$ cat src/sv/rvfd_pkg.sv
`timescale 1ns / 1ps
// ----------------------------------------------------------------------------
// rvfd_pkg
// Shared opcodes, function codes, mnemonic codes, stage payload types and
// the small decode tables of the instruction field decoder.
// ----------------------------------------------------------------------------
package rvfd_pkg;

    localparam logic [6:0] OP_REG    = 7'b0110011;
    localparam logic [6:0] OP_LOAD   = 7'b0000011;
    localparam logic [6:0] OP_IMM    = 7'b0010011;
    localparam logic [6:0] OP_JALR   = 7'b1100111;
    localparam logic [6:0] OP_STORE  = 7'b0100011;
    localparam logic [6:0] OP_BRANCH = 7'b1100011;
    localparam logic [6:0] OP_LUI    = 7'b0110111;
    localparam logic [6:0] OP_JAL    = 7'b1101111;

    localparam logic [6:0] F7_BASE = 7'b0000000;
    localparam logic [6:0] F7_ALT  = 7'b0100000;
    localparam logic [5:0] HI6_LOGICAL = 6'b000000;
    localparam logic [5:0] SRA_HI6     = 6'b010000;

    localparam logic [2:0] F3_ADD = 3'd0;
    localparam logic [2:0] F3_SL  = 3'd1;
    localparam logic [2:0] F3_SR  = 3'd5;

    localparam logic [5:0] MN_INVALID = 6'd0;
    localparam logic [5:0] MN_ADD  = 6'd1;
    localparam logic [5:0] MN_SUB  = 6'd2;
    localparam logic [5:0] MN_XOR  = 6'd3;
    localparam logic [5:0] MN_OR   = 6'd4;
    localparam logic [5:0] MN_AND  = 6'd5;
    localparam logic [5:0] MN_SLL  = 6'd6;
    localparam logic [5:0] MN_SRL  = 6'd7;
    localparam logic [5:0] MN_SRA  = 6'd8;
    localparam logic [5:0] MN_LB   = 6'd9;
    localparam logic [5:0] MN_LH   = 6'd10;
    localparam logic [5:0] MN_LW   = 6'd11;
    localparam logic [5:0] MN_LD   = 6'd12;
    localparam logic [5:0] MN_LBU  = 6'd13;
    localparam logic [5:0] MN_LHU  = 6'd14;
    localparam logic [5:0] MN_LWU  = 6'd15;
    localparam logic [5:0] MN_ADDI = 6'd16;
    localparam logic [5:0] MN_XORI = 6'd17;
    localparam logic [5:0] MN_ORI  = 6'd18;
    localparam logic [5:0] MN_ANDI = 6'd19;
    localparam logic [5:0] MN_SLLI = 6'd20;
    localparam logic [5:0] MN_SRLI = 6'd21;
    localparam logic [5:0] MN_SRAI = 6'd22;
    localparam logic [5:0] MN_JALR = 6'd23;
    localparam logic [5:0] MN_SB   = 6'd24;
    localparam logic [5:0] MN_SH   = 6'd25;
    localparam logic [5:0] MN_SW   = 6'd26;
    localparam logic [5:0] MN_SD   = 6'd27;
    localparam logic [5:0] MN_BEQ  = 6'd28;
    localparam logic [5:0] MN_BNE  = 6'd29;
    localparam logic [5:0] MN_BLT  = 6'd30;
    localparam logic [5:0] MN_BGE  = 6'd31;
    localparam logic [5:0] MN_BLTU = 6'd32;
    localparam logic [5:0] MN_BGEU = 6'd33;
    localparam logic [5:0] MN_LUI  = 6'd34;
    localparam logic [5:0] MN_JAL  = 6'd35;

    typedef enum logic [2:0] {
        FMT_R    = 3'd0,
        FMT_I    = 3'd1,
        FMT_S    = 3'd2,
        FMT_B    = 3'd3,
        FMT_U    = 3'd4,
        FMT_J    = 3'd5,
        FMT_NONE = 3'd6
    } fmt_t;

    typedef enum logic [3:0] {
        CLS_REG,
        CLS_LOAD,
        CLS_IMM,
        CLS_JALR,
        CLS_STORE,
        CLS_BRANCH,
        CLS_LUI,
        CLS_JAL,
        CLS_NONE
    } opcls_t;

    // first stage: raw word plus opcode class
    typedef struct packed {
        logic [31:0] word;
        opcls_t      cls;
    } rvfd_s1_t;

    // second stage: classified instruction
    typedef struct packed {
        logic [5:0]         mnemonic;
        fmt_t               format;
        logic [4:0]         dest_reg;
        logic [4:0]         src1_reg;
        logic [4:0]         src2_reg;
        logic signed [20:0] immediate;
        logic               is_control_transfer;
    } rvfd_s2_t;

    // result as it sits on the output bus, lowest field in the lowest bits
    typedef struct packed {
        logic [6:0]         pad;
        logic               is_control_transfer;
        logic signed [18:0] target_offset_words;
        logic signed [20:0] immediate;
        logic [4:0]         src2_reg;
        logic [4:0]         src1_reg;
        logic [4:0]         dest_reg;
        logic [2:0]         format;
        logic [5:0]         mnemonic;
    } rvfd_result_t;

    function automatic logic [5:0] load_mn(input logic [2:0] f3);
        logic [5:0] mn;
        case (f3)
            3'd0:    mn = MN_LB;
            3'd1:    mn = MN_LH;
            3'd2:    mn = MN_LW;
            3'd3:    mn = MN_LD;
            3'd4:    mn = MN_LBU;
            3'd5:    mn = MN_LHU;
            3'd6:    mn = MN_LWU;
            default: mn = MN_INVALID;
        endcase
        return mn;
    endfunction

    function automatic logic [5:0] store_mn(input logic [2:0] f3);
        logic [5:0] mn;
        case (f3)
            3'd0:    mn = MN_SB;
            3'd1:    mn = MN_SH;
            3'd2:    mn = MN_SW;
            3'd3:    mn = MN_SD;
            default: mn = MN_INVALID;
        endcase
        return mn;
    endfunction

    function automatic logic [5:0] branch_mn(input logic [2:0] f3);
        logic [5:0] mn;
        case (f3)
            3'd0:    mn = MN_BEQ;
            3'd1:    mn = MN_BNE;
            3'd4:    mn = MN_BLT;
            3'd5:    mn = MN_BGE;
            3'd6:    mn = MN_BLTU;
            3'd7:    mn = MN_BGEU;
            default: mn = MN_INVALID;
        endcase
        return mn;
    endfunction

    function automatic logic [5:0] alu_mn(input logic [2:0] f3);
        logic [5:0] mn;
        case (f3)
            3'd0:    mn = MN_ADD;
            3'd1:    mn = MN_SLL;
            3'd4:    mn = MN_XOR;
            3'd5:    mn = MN_SRL;
            3'd6:    mn = MN_OR;
            3'd7:    mn = MN_AND;
            default: mn = MN_INVALID;
        endcase
        return mn;
    endfunction

    function automatic logic [5:0] alui_mn(input logic [2:0] f3);
        logic [5:0] mn;
        case (f3)
            3'd0:    mn = MN_ADDI;
            3'd1:    mn = MN_SLLI;
            3'd4:    mn = MN_XORI;
            3'd5:    mn = MN_SRLI;
            3'd6:    mn = MN_ORI;
            3'd7:    mn = MN_ANDI;
            default: mn = MN_INVALID;
        endcase
        return mn;
    endfunction

endpackage

$ cat src/sv/rvfd_opcode_stage.sv
`timescale 1ns / 1ps
// ----------------------------------------------------------------------------
// rvfd_opcode_stage
// First pipeline stage: registers the instruction word together with its
// opcode class.
// ----------------------------------------------------------------------------
module rvfd_opcode_stage
    import rvfd_pkg::*;
(
    input  logic        clk,
    input  logic        rst_n,
    input  logic        in_valid,
    output logic        in_ready,
    input  logic [31:0] in_word,
    output logic        out_valid,
    input  logic        out_ready,
    output rvfd_s1_t    out_data
);

    logic     valid_reg;
    rvfd_s1_t data_reg;
    rvfd_s1_t data_next;

    always_comb
    begin
        data_next.word = in_word;
        case (in_word[6:0])
            OP_REG:    data_next.cls = CLS_REG;
            OP_LOAD:   data_next.cls = CLS_LOAD;
            OP_IMM:    data_next.cls = CLS_IMM;
            OP_JALR:   data_next.cls = CLS_JALR;
            OP_STORE:  data_next.cls = CLS_STORE;
            OP_BRANCH: data_next.cls = CLS_BRANCH;
            OP_LUI:    data_next.cls = CLS_LUI;
            OP_JAL:    data_next.cls = CLS_JAL;
            default:   data_next.cls = CLS_NONE;
        endcase
    end

    assign in_ready  = !valid_reg || out_ready;
    assign out_valid = valid_reg;
    assign out_data  = data_reg;

    always_ff @(posedge clk or negedge rst_n)
    begin
        if (!rst_n)
        begin
            valid_reg <= 1'b0;
        end
        else if (in_ready)
        begin
            valid_reg <= in_valid;
        end
    end

    always_ff @(posedge clk)
    begin
        if (in_ready && in_valid)
        begin
            data_reg <= data_next;
        end
    end

endmodule

$ cat src/sv/rvfd_classify_stage.sv
`timescale 1ns / 1ps
// ----------------------------------------------------------------------------
// rvfd_classify_stage
// Second pipeline stage: picks the mnemonic from the function codes and
// builds the immediate for the format.
// ----------------------------------------------------------------------------
module rvfd_classify_stage
    import rvfd_pkg::*;
(
    input  logic     clk,
    input  logic     rst_n,
    input  logic     in_valid,
    output logic     in_ready,
    input  rvfd_s1_t in_data,
    output logic     out_valid,
    input  logic     out_ready,
    output rvfd_s2_t out_data
);

    logic     valid_reg;
    rvfd_s2_t data_reg;
    rvfd_s2_t data_next;

    logic [31:0]        w;
    logic [2:0]         f3;
    logic [6:0]         f7;
    logic [5:0]         hi6;
    logic signed [20:0] imm_i;

    assign w     = in_data.word;
    assign f3    = w[14:12];
    assign f7    = w[31:25];
    assign hi6   = w[31:26];
    assign imm_i = {{9{w[31]}}, w[31:20]};

    always_comb
    begin
        data_next.mnemonic            = MN_INVALID;
        data_next.format              = FMT_NONE;
        data_next.dest_reg            = w[11:7];
        data_next.src1_reg            = w[19:15];
        data_next.src2_reg            = w[24:20];
        data_next.immediate           = '0;
        data_next.is_control_transfer = 1'b0;
        case (in_data.cls)
            CLS_REG:
            begin
                data_next.format = FMT_R;
                if (f7 == F7_BASE)
                begin
                    data_next.mnemonic = alu_mn(f3);
                end
                else if (f7 == F7_ALT && f3 == F3_ADD)
                begin
                    data_next.mnemonic = MN_SUB;
                end
                else if (f7 == F7_ALT && f3 == F3_SR)
                begin
                    data_next.mnemonic = MN_SRA;
                end
            end
            CLS_LOAD:
            begin
                data_next.format    = FMT_I;
                data_next.immediate = imm_i;
                data_next.mnemonic  = load_mn(f3);
            end
            CLS_JALR:
            begin
                data_next.format    = FMT_I;
                data_next.immediate = imm_i;
                data_next.mnemonic  = MN_JALR;
            end
            CLS_IMM:
            begin
                data_next.format    = FMT_I;
                data_next.immediate = imm_i;
                if (f3 == F3_SL || f3 == F3_SR)
                begin
                    if (hi6 == HI6_LOGICAL)
                    begin
                        data_next.mnemonic = alui_mn(f3);
                    end
                    else if (f3 == F3_SR && hi6 == SRA_HI6)
                    begin
                        // srai carries the bare shift amount
                        data_next.mnemonic  = MN_SRAI;
                        data_next.immediate = {15'd0, w[25:20]};
                    end
                end
                else
                begin
                    data_next.mnemonic = alui_mn(f3);
                end
            end
            CLS_STORE:
            begin
                data_next.format    = FMT_S;
                data_next.immediate = {{9{w[31]}}, w[31:25], w[11:7]};
                data_next.mnemonic  = store_mn(f3);
            end
            CLS_BRANCH:
            begin
                data_next.format              = FMT_B;
                data_next.immediate           = {{8{w[31]}}, w[31], w[7], w[30:25],
                                                 w[11:8], 1'b0};
                data_next.mnemonic            = branch_mn(f3);
                data_next.is_control_transfer = 1'b1;
            end
            CLS_LUI:
            begin
                data_next.format    = FMT_U;
                data_next.immediate = {1'b0, w[31:12]};
                data_next.mnemonic  = MN_LUI;
            end
            CLS_JAL:
            begin
                data_next.format              = FMT_J;
                data_next.immediate           = {w[31], w[19:12], w[20], w[30:21], 1'b0};
                data_next.mnemonic            = MN_JAL;
                data_next.is_control_transfer = 1'b1;
            end
            default:
            begin
                data_next.format = FMT_NONE;
            end
        endcase
    end

    assign in_ready  = !valid_reg || out_ready;
    assign out_valid = valid_reg;
    assign out_data  = data_reg;

    always_ff @(posedge clk or negedge rst_n)
    begin
        if (!rst_n)
        begin
            valid_reg <= 1'b0;
        end
        else if (in_ready)
        begin
            valid_reg <= in_valid;
        end
    end

    always_ff @(posedge clk)
    begin
        if (in_ready && in_valid)
        begin
            data_reg <= data_next;
        end
    end

endmodule

$ cat src/sv/rvfd_offset_stage.sv
`timescale 1ns / 1ps
// ----------------------------------------------------------------------------
// rvfd_offset_stage
// Third pipeline stage: turns the branch or jal byte offset into a word
// offset and holds the packed result for the output bus.
// ----------------------------------------------------------------------------
module rvfd_offset_stage
    import rvfd_pkg::*;
(
    input  logic         clk,
    input  logic         rst_n,
    input  logic         in_valid,
    output logic         in_ready,
    input  rvfd_s2_t     in_data,
    output logic         out_valid,
    input  logic         out_ready,
    output rvfd_result_t out_data
);

    logic               valid_reg;
    rvfd_result_t       data_reg;
    rvfd_result_t       data_next;
    logic signed [20:0] biased;

    // add 3 to negative offsets so the shift truncates toward zero
    assign biased = in_data.immediate + {19'd0, {2{in_data.immediate[20]}}};

    always_comb
    begin
        data_next.pad                 = '0;
        data_next.is_control_transfer = in_data.is_control_transfer;
        data_next.target_offset_words = in_data.is_control_transfer ? biased[20:2] : '0;
        data_next.immediate           = in_data.immediate;
        data_next.src2_reg            = in_data.src2_reg;
        data_next.src1_reg            = in_data.src1_reg;
        data_next.dest_reg            = in_data.dest_reg;
        data_next.format              = in_data.format;
        data_next.mnemonic            = in_data.mnemonic;
    end

    assign in_ready  = !valid_reg || out_ready;
    assign out_valid = valid_reg;
    assign out_data  = data_reg;

    always_ff @(posedge clk or negedge rst_n)
    begin
        if (!rst_n)
        begin
            valid_reg <= 1'b0;
        end
        else if (in_ready)
        begin
            valid_reg <= in_valid;
        end
    end

    always_ff @(posedge clk)
    begin
        if (in_ready && in_valid)
        begin
            data_reg <= data_next;
        end
    end

endmodule

$ cat src/sv/rv_instruction_field_decoder.sv
`timescale 1ns / 1ps
// an input transfer passes the opcode, classify and offset stage registers before it shows on m_axis
// throughput: one instruction per cycle unless m_axis_tready stalls the output, set by the three register stages
// each stage holds while its successor is full and stalled, so nothing drops
// reset: rst_n clears the stage valid bits at once; the pipeline starts empty
// ----------------------------------------------------------------------------
// rv_instruction_field_decoder
// Three-stage decoder for one RV64I instruction word per transfer: opcode
// class, mnemonic and immediate, then word offset of branches and jal.
// ----------------------------------------------------------------------------
module rv_instruction_field_decoder
    import rvfd_pkg::*;
(
    input  logic        clk,
    input  logic        rst_n,
    input  logic        s_axis_tvalid,
    output logic        s_axis_tready,
    input  logic [31:0] s_axis_tdata,   // instruction_word[31:0]
    output logic        m_axis_tvalid,
    input  logic        m_axis_tready,
    // mnemonic[5:0], format[8:6], dest_reg[13:9], src1_reg[18:14],
    // src2_reg[23:19], immediate[44:24], target_offset_words[63:45],
    // is_control_transfer[64], zero[71:65]
    output logic [71:0] m_axis_tdata
);

    logic         s1_valid;
    logic         s1_ready;
    rvfd_s1_t     s1_data;
    logic         s2_valid;
    logic         s2_ready;
    rvfd_s2_t     s2_data;
    rvfd_result_t result;

    rvfd_opcode_stage u_opcode
    (
        .clk       (clk),
        .rst_n     (rst_n),
        .in_valid  (s_axis_tvalid),
        .in_ready  (s_axis_tready),
        .in_word   (s_axis_tdata),
        .out_valid (s1_valid),
        .out_ready (s1_ready),
        .out_data  (s1_data)
    );

    rvfd_classify_stage u_classify
    (
        .clk       (clk),
        .rst_n     (rst_n),
        .in_valid  (s1_valid),
        .in_ready  (s1_ready),
        .in_data   (s1_data),
        .out_valid (s2_valid),
        .out_ready (s2_ready),
        .out_data  (s2_data)
    );

    rvfd_offset_stage u_offset
    (
        .clk       (clk),
        .rst_n     (rst_n),
        .in_valid  (s2_valid),
        .in_ready  (s2_ready),
        .in_data   (s2_data),
        .out_valid (m_axis_tvalid),
        .out_ready (m_axis_tready),
        .out_data  (result)
    );

    assign m_axis_tdata = result;

endmodule

$ cat config.mk
export PLATFORM = sky130hd
export DESIGN_NAME = rv_instruction_field_decoder
export DESIGN_NICKNAME = d
export VERILOG_FILES = /design/src/sv/rvfd_pkg.sv /design/src/sv/rvfd_opcode_stage.sv /design/src/sv/rvfd_classify_stage.sv /design/src/sv/rvfd_offset_stage.sv /design/src/sv/rv_instruction_field_decoder.sv
export SDC_FILE = /design/constraint.sdc
export NUM_CORES = 1
export LEC_CHECK = 0
export BUFFER_PORTS_ARGS = -buffer_cell sky130_fd_sc_hd__buf_2
export CAP_MARGIN = 20
export CORE_ASPECT_RATIO = 0.9
export CORE_UTILIZATION = 62
export CTS_BUF_LIST = sky130_fd_sc_hd__clkbuf_2
export CTS_CLUSTER_DIAMETER = 50
export CTS_CLUSTER_SIZE = 25
export DETAILED_ROUTE_END_ITERATION = 7
export PLACE_DENSITY = 0.88
export SETUP_SLACK_MARGIN = 0.02
export SYNTH_ARGS = -nofsm -noshare
export SYNTH_HDL_FRONTEND = slang
export SYNTH_SLANG_ARGS = --single-unit
$ cat constraint.sdc
create_clock -name clk -period 5.75 [get_ports clk]
set_input_delay 0.575 -clock clk [delete_from_list [all_inputs] [get_ports clk]]
set_output_delay 0.575 -clock clk [all_outputs]
set_load 0.005 [all_outputs]
==> impl_metrics.json <==
{
  "status": "complete, no violations",
  "grt_max_degree": 66,
  "finalCritPeriodShare_pct": 43.6,
  "synth-async-reset-ratio_pct": 2.10,
  "dr.max_layer_used": "met4",
  "synth_top_family_by_area": "simple AND/OR/NAND/NOR gates",
  "total_power_mw": 2.08,
  "grt_pass1_vias": 3470,
  "routedWlPerCell_um": 16.9,
  "worstPathArrival_ns": 3.02,
  "irDropWorstVdd_mv": 0.186,
  "netlist-cell-type-count": 58,
  "rsz0062_at_grt": "no",
  "hold_viol": 0,
  "synth.area.top_cells": "edfxtp_1, nand2_1, a21oi_1",
  "p_seq_share_pct": 63.5,
  "overflow": 0,
  "cts_setup_buffers": 0,
  "dieArea_um2": 9920,
  "vias": 3818,
  "ys_ff_latch": 143,
  "drc": 0,
  "worst_slack_ns": 3.25,
  "gr-usage-all-layers_pct": 22.7,
  "cap_violations": 0,
  "clock.fmax_ghz": 0.399,
  "pre_cts_ws_ns": 3.29,
  "fin_worst_skew_ns": 0.0284,
  "holdWs_ns": 0.0663,
  "met2_length_um": 5670,
  "syn_avg_cell_area_um2": 14.3,
  "worst_slew_pin_slew_ns": 1.02,
  "worstPathRequired_ns": 6.27,
  "ios": 110,
  "gp_congestion": 0.927,
  "placed_area_um2": 6470,
  "area.growth.synth_to_final_pct": 13.9,
  "hp-class": "input pin to register",
  "die_h_um": 94.6,
  "synthCells": 412,
  "die_width_um": 105,
  "yosysSeqAreaShare_pct": 72.4,
  "max_stage_delay_ns": 0.61,
  "design_area_um2": 6730,
  "dr.pass1.iters": 6,
  "fp-row-count": 33,
  "drt_iter0_drc": 456,
  "synth_top_area_cell": "edfxtp_1",
  "internal_power_mw": 1.57,
  "yosys.area_share.adder_pct": 0.212,
  "slew_viol_final": 0,
  "finalSetupViolCount": 0,
  "drtAntennaViolNets": 0,
  "cts_sinks": 143,
  "power_density_nw_per_um2": 309,
  "synth_xor_area_share_pct": 1.33,
  "crit_path_end_kind": "register",
  "wirelength_um": 10900,
  "io_buffers": 102,
  "clockBufferDepth": 2,
  "htree_levels": 4,
  "met1_length_um": 4050,
  "synth_warnings": 0,
  "synth-simple-area-share_pct": 12.9,
  "final_layout_size_suffix_gt1_share_pct": 27.2,
  "worstSkewPairLatency_ns": 0.67,
  "core-area_um2": 9170,
  "critPathTopFamily": "simple AND/OR/NAND/NOR gates",
  "tritoncts": "yes",
  "dp_hpwl_um": 7490,
  "yosysTopAreaCellShare_pct": 71.2,
  "yosysMostFrequentCell": "edfxtp_1",
  "final_nets": 550,
  "path_max_fanout": 18,
  "synth_mux_area_share_pct": 0.169,
  "viasPerCell": 5.90,
  "pwr-share-comb_pct": 8.2,
  "yosys-top-cells-count": "edfxtp_1, nand2_1, nor2_1",
  "synth_edf_count": 140,
  "critical-path-slowest-cell": "or3_1",
  "ys.flop_type": "edfxtp_1",
  "p_sw_share_pct": 24.5,
  "finalSetupTns_ns": 0,
  "wl_met3_um": 926,
  "worst-path-buf-inv": 0,
  "syn_area_um2": 5910,
  "start_kind": "register",
  "initial_core_util_pct": 64.5,
  "finalCriticalPeriod_ns": 2.50,
  "antenna_cells": 0,
  "critPathKind": "register to register",
  "path_cells": "ha_1 -> a31oi_1 -> or3_1 -> or4_1 -> a21oi_1",
  "slew_headroom_pct": 31.8,
  "synth-compound-area-share_pct": 10.0,
  "clk_pin_slew_ns": 0.21,
  "p_sw_mw": 0.509,
  "grt_antenna_before_repair": 0,
  "p_leak_nw": 2.52,
  "power_frac_clock_pct": 28.2,
  "root_buffer": "clkbuf_2",
  "numCtsBuffers": 17,
  "grt_pass1_wl_um": 16700
}
==> cells by family (layout without fill, tap and decap cells) <==
group / after synthesis / count (layout)
flip-flops: 143 / 143
AND/OR/NAND/NOR: 135 / 135
AO/OA/AOI/OAI: 86 / 86
buffers and inverters: 36 / 143
XOR/XNOR: 9 / 9
adder cells (fa/ha/maj): 1 / 1
other: 1 / 7
multiplexers: 1 / 1
==> per-layer routing <==
layer  global-route usage (%)  vias to the layer above
met5                        0                        -
met4                     11.0                        0
met3                     5.94                       31
met2                     39.8                      228
met1                     26.3                     1768
li1                         -                     1791
==> registers in the layout (all words and copies together) (netlist names) <==
register and cells:
u_opcode.out_valid 1, u_opcode.out_data 29, u_classify.out_data 46, u_offset.out_data 65, u_offset.out_valid 1, u_classify.out_valid 1
==> final cells by class <==
type / count / area (um2)
clock buffers: 17 / 85.1
clock inverters: 14 / 166
fillers: 608 / 2440
inverters: 7 / 26.3
multi-input cells: 239 / 1480
flip-flops and latches: 143 / 4280
well taps: 122 / 153
repair buffers: 105 / 536
==> what timing repair did <==
| action | CTS | global route |
|---|---|---|
| hold buffers | 1 | 0 |
| hold endpoints to repair | 3 | 0 |
| gates resized for setup | 0 | 0 |
==> worst reg2reg max path, delay by kind of cell, from the launching register on <==
| kind | cells | cell delay (ns) |
|---|---|---|
| compound gates | 2 | 0.33 |
| fa+ha+maj | 1 | 0.35 |
| simple gates | 2 | 1.18 |
| flops | 1 | 0.51 |
==> worst paths after layout <==
path,start,endpoint,slack [ns],cells after the start
worst min register to register,u_classify.out_data[31],u_offset.out_data[18],0.43,0
worst max register to register,u_classify.out_data[21],u_offset.out_data[56],3.25,5
min in group asynchronous,rst_n,u_opcode.out_valid,0.20,2
worst min-delay path,s_axis_tdata[12],u_opcode.out_data[16],0.07,1
max in group asynchronous,rst_n,u_offset.out_valid,5.43,2
worst max-delay path,u_classify.out_data[21],u_offset.out_data[56],3.25,5
==> placed cells by master (no fill, tap or decap), types with 7 or more instances in the layout <==
master	instances
edfxtp_1	140
nand2b_1	7
a22oi_1	8
clkbuf_2	17
a21oi_1	20
nor2b_1	10
nand2_1	31
conb_1	7
nor2_1	25
or4_1	8
o21ai_0	12
buf_2	102
==> power by group through the flow <==
stage               Sequential, mW  Combinational, mW  Clock (mW)
floorplan                     1.33             0.0993           0
global placement              1.34              0.164           0
detailed placement            1.35              0.171           0
CTS                           1.32              0.173       0.596
global route                  1.33              0.189       0.636
finish                        1.32              0.171       0.587
==> stage by stage <==
stage               instances  util, %
finish                    647     73.4
global route              647     73.4
CTS                       647     73.4
detailed placement        615     70.5
global placement          615     70.5
floorplan                 418        -
Power figures use the tool's default switching activity.
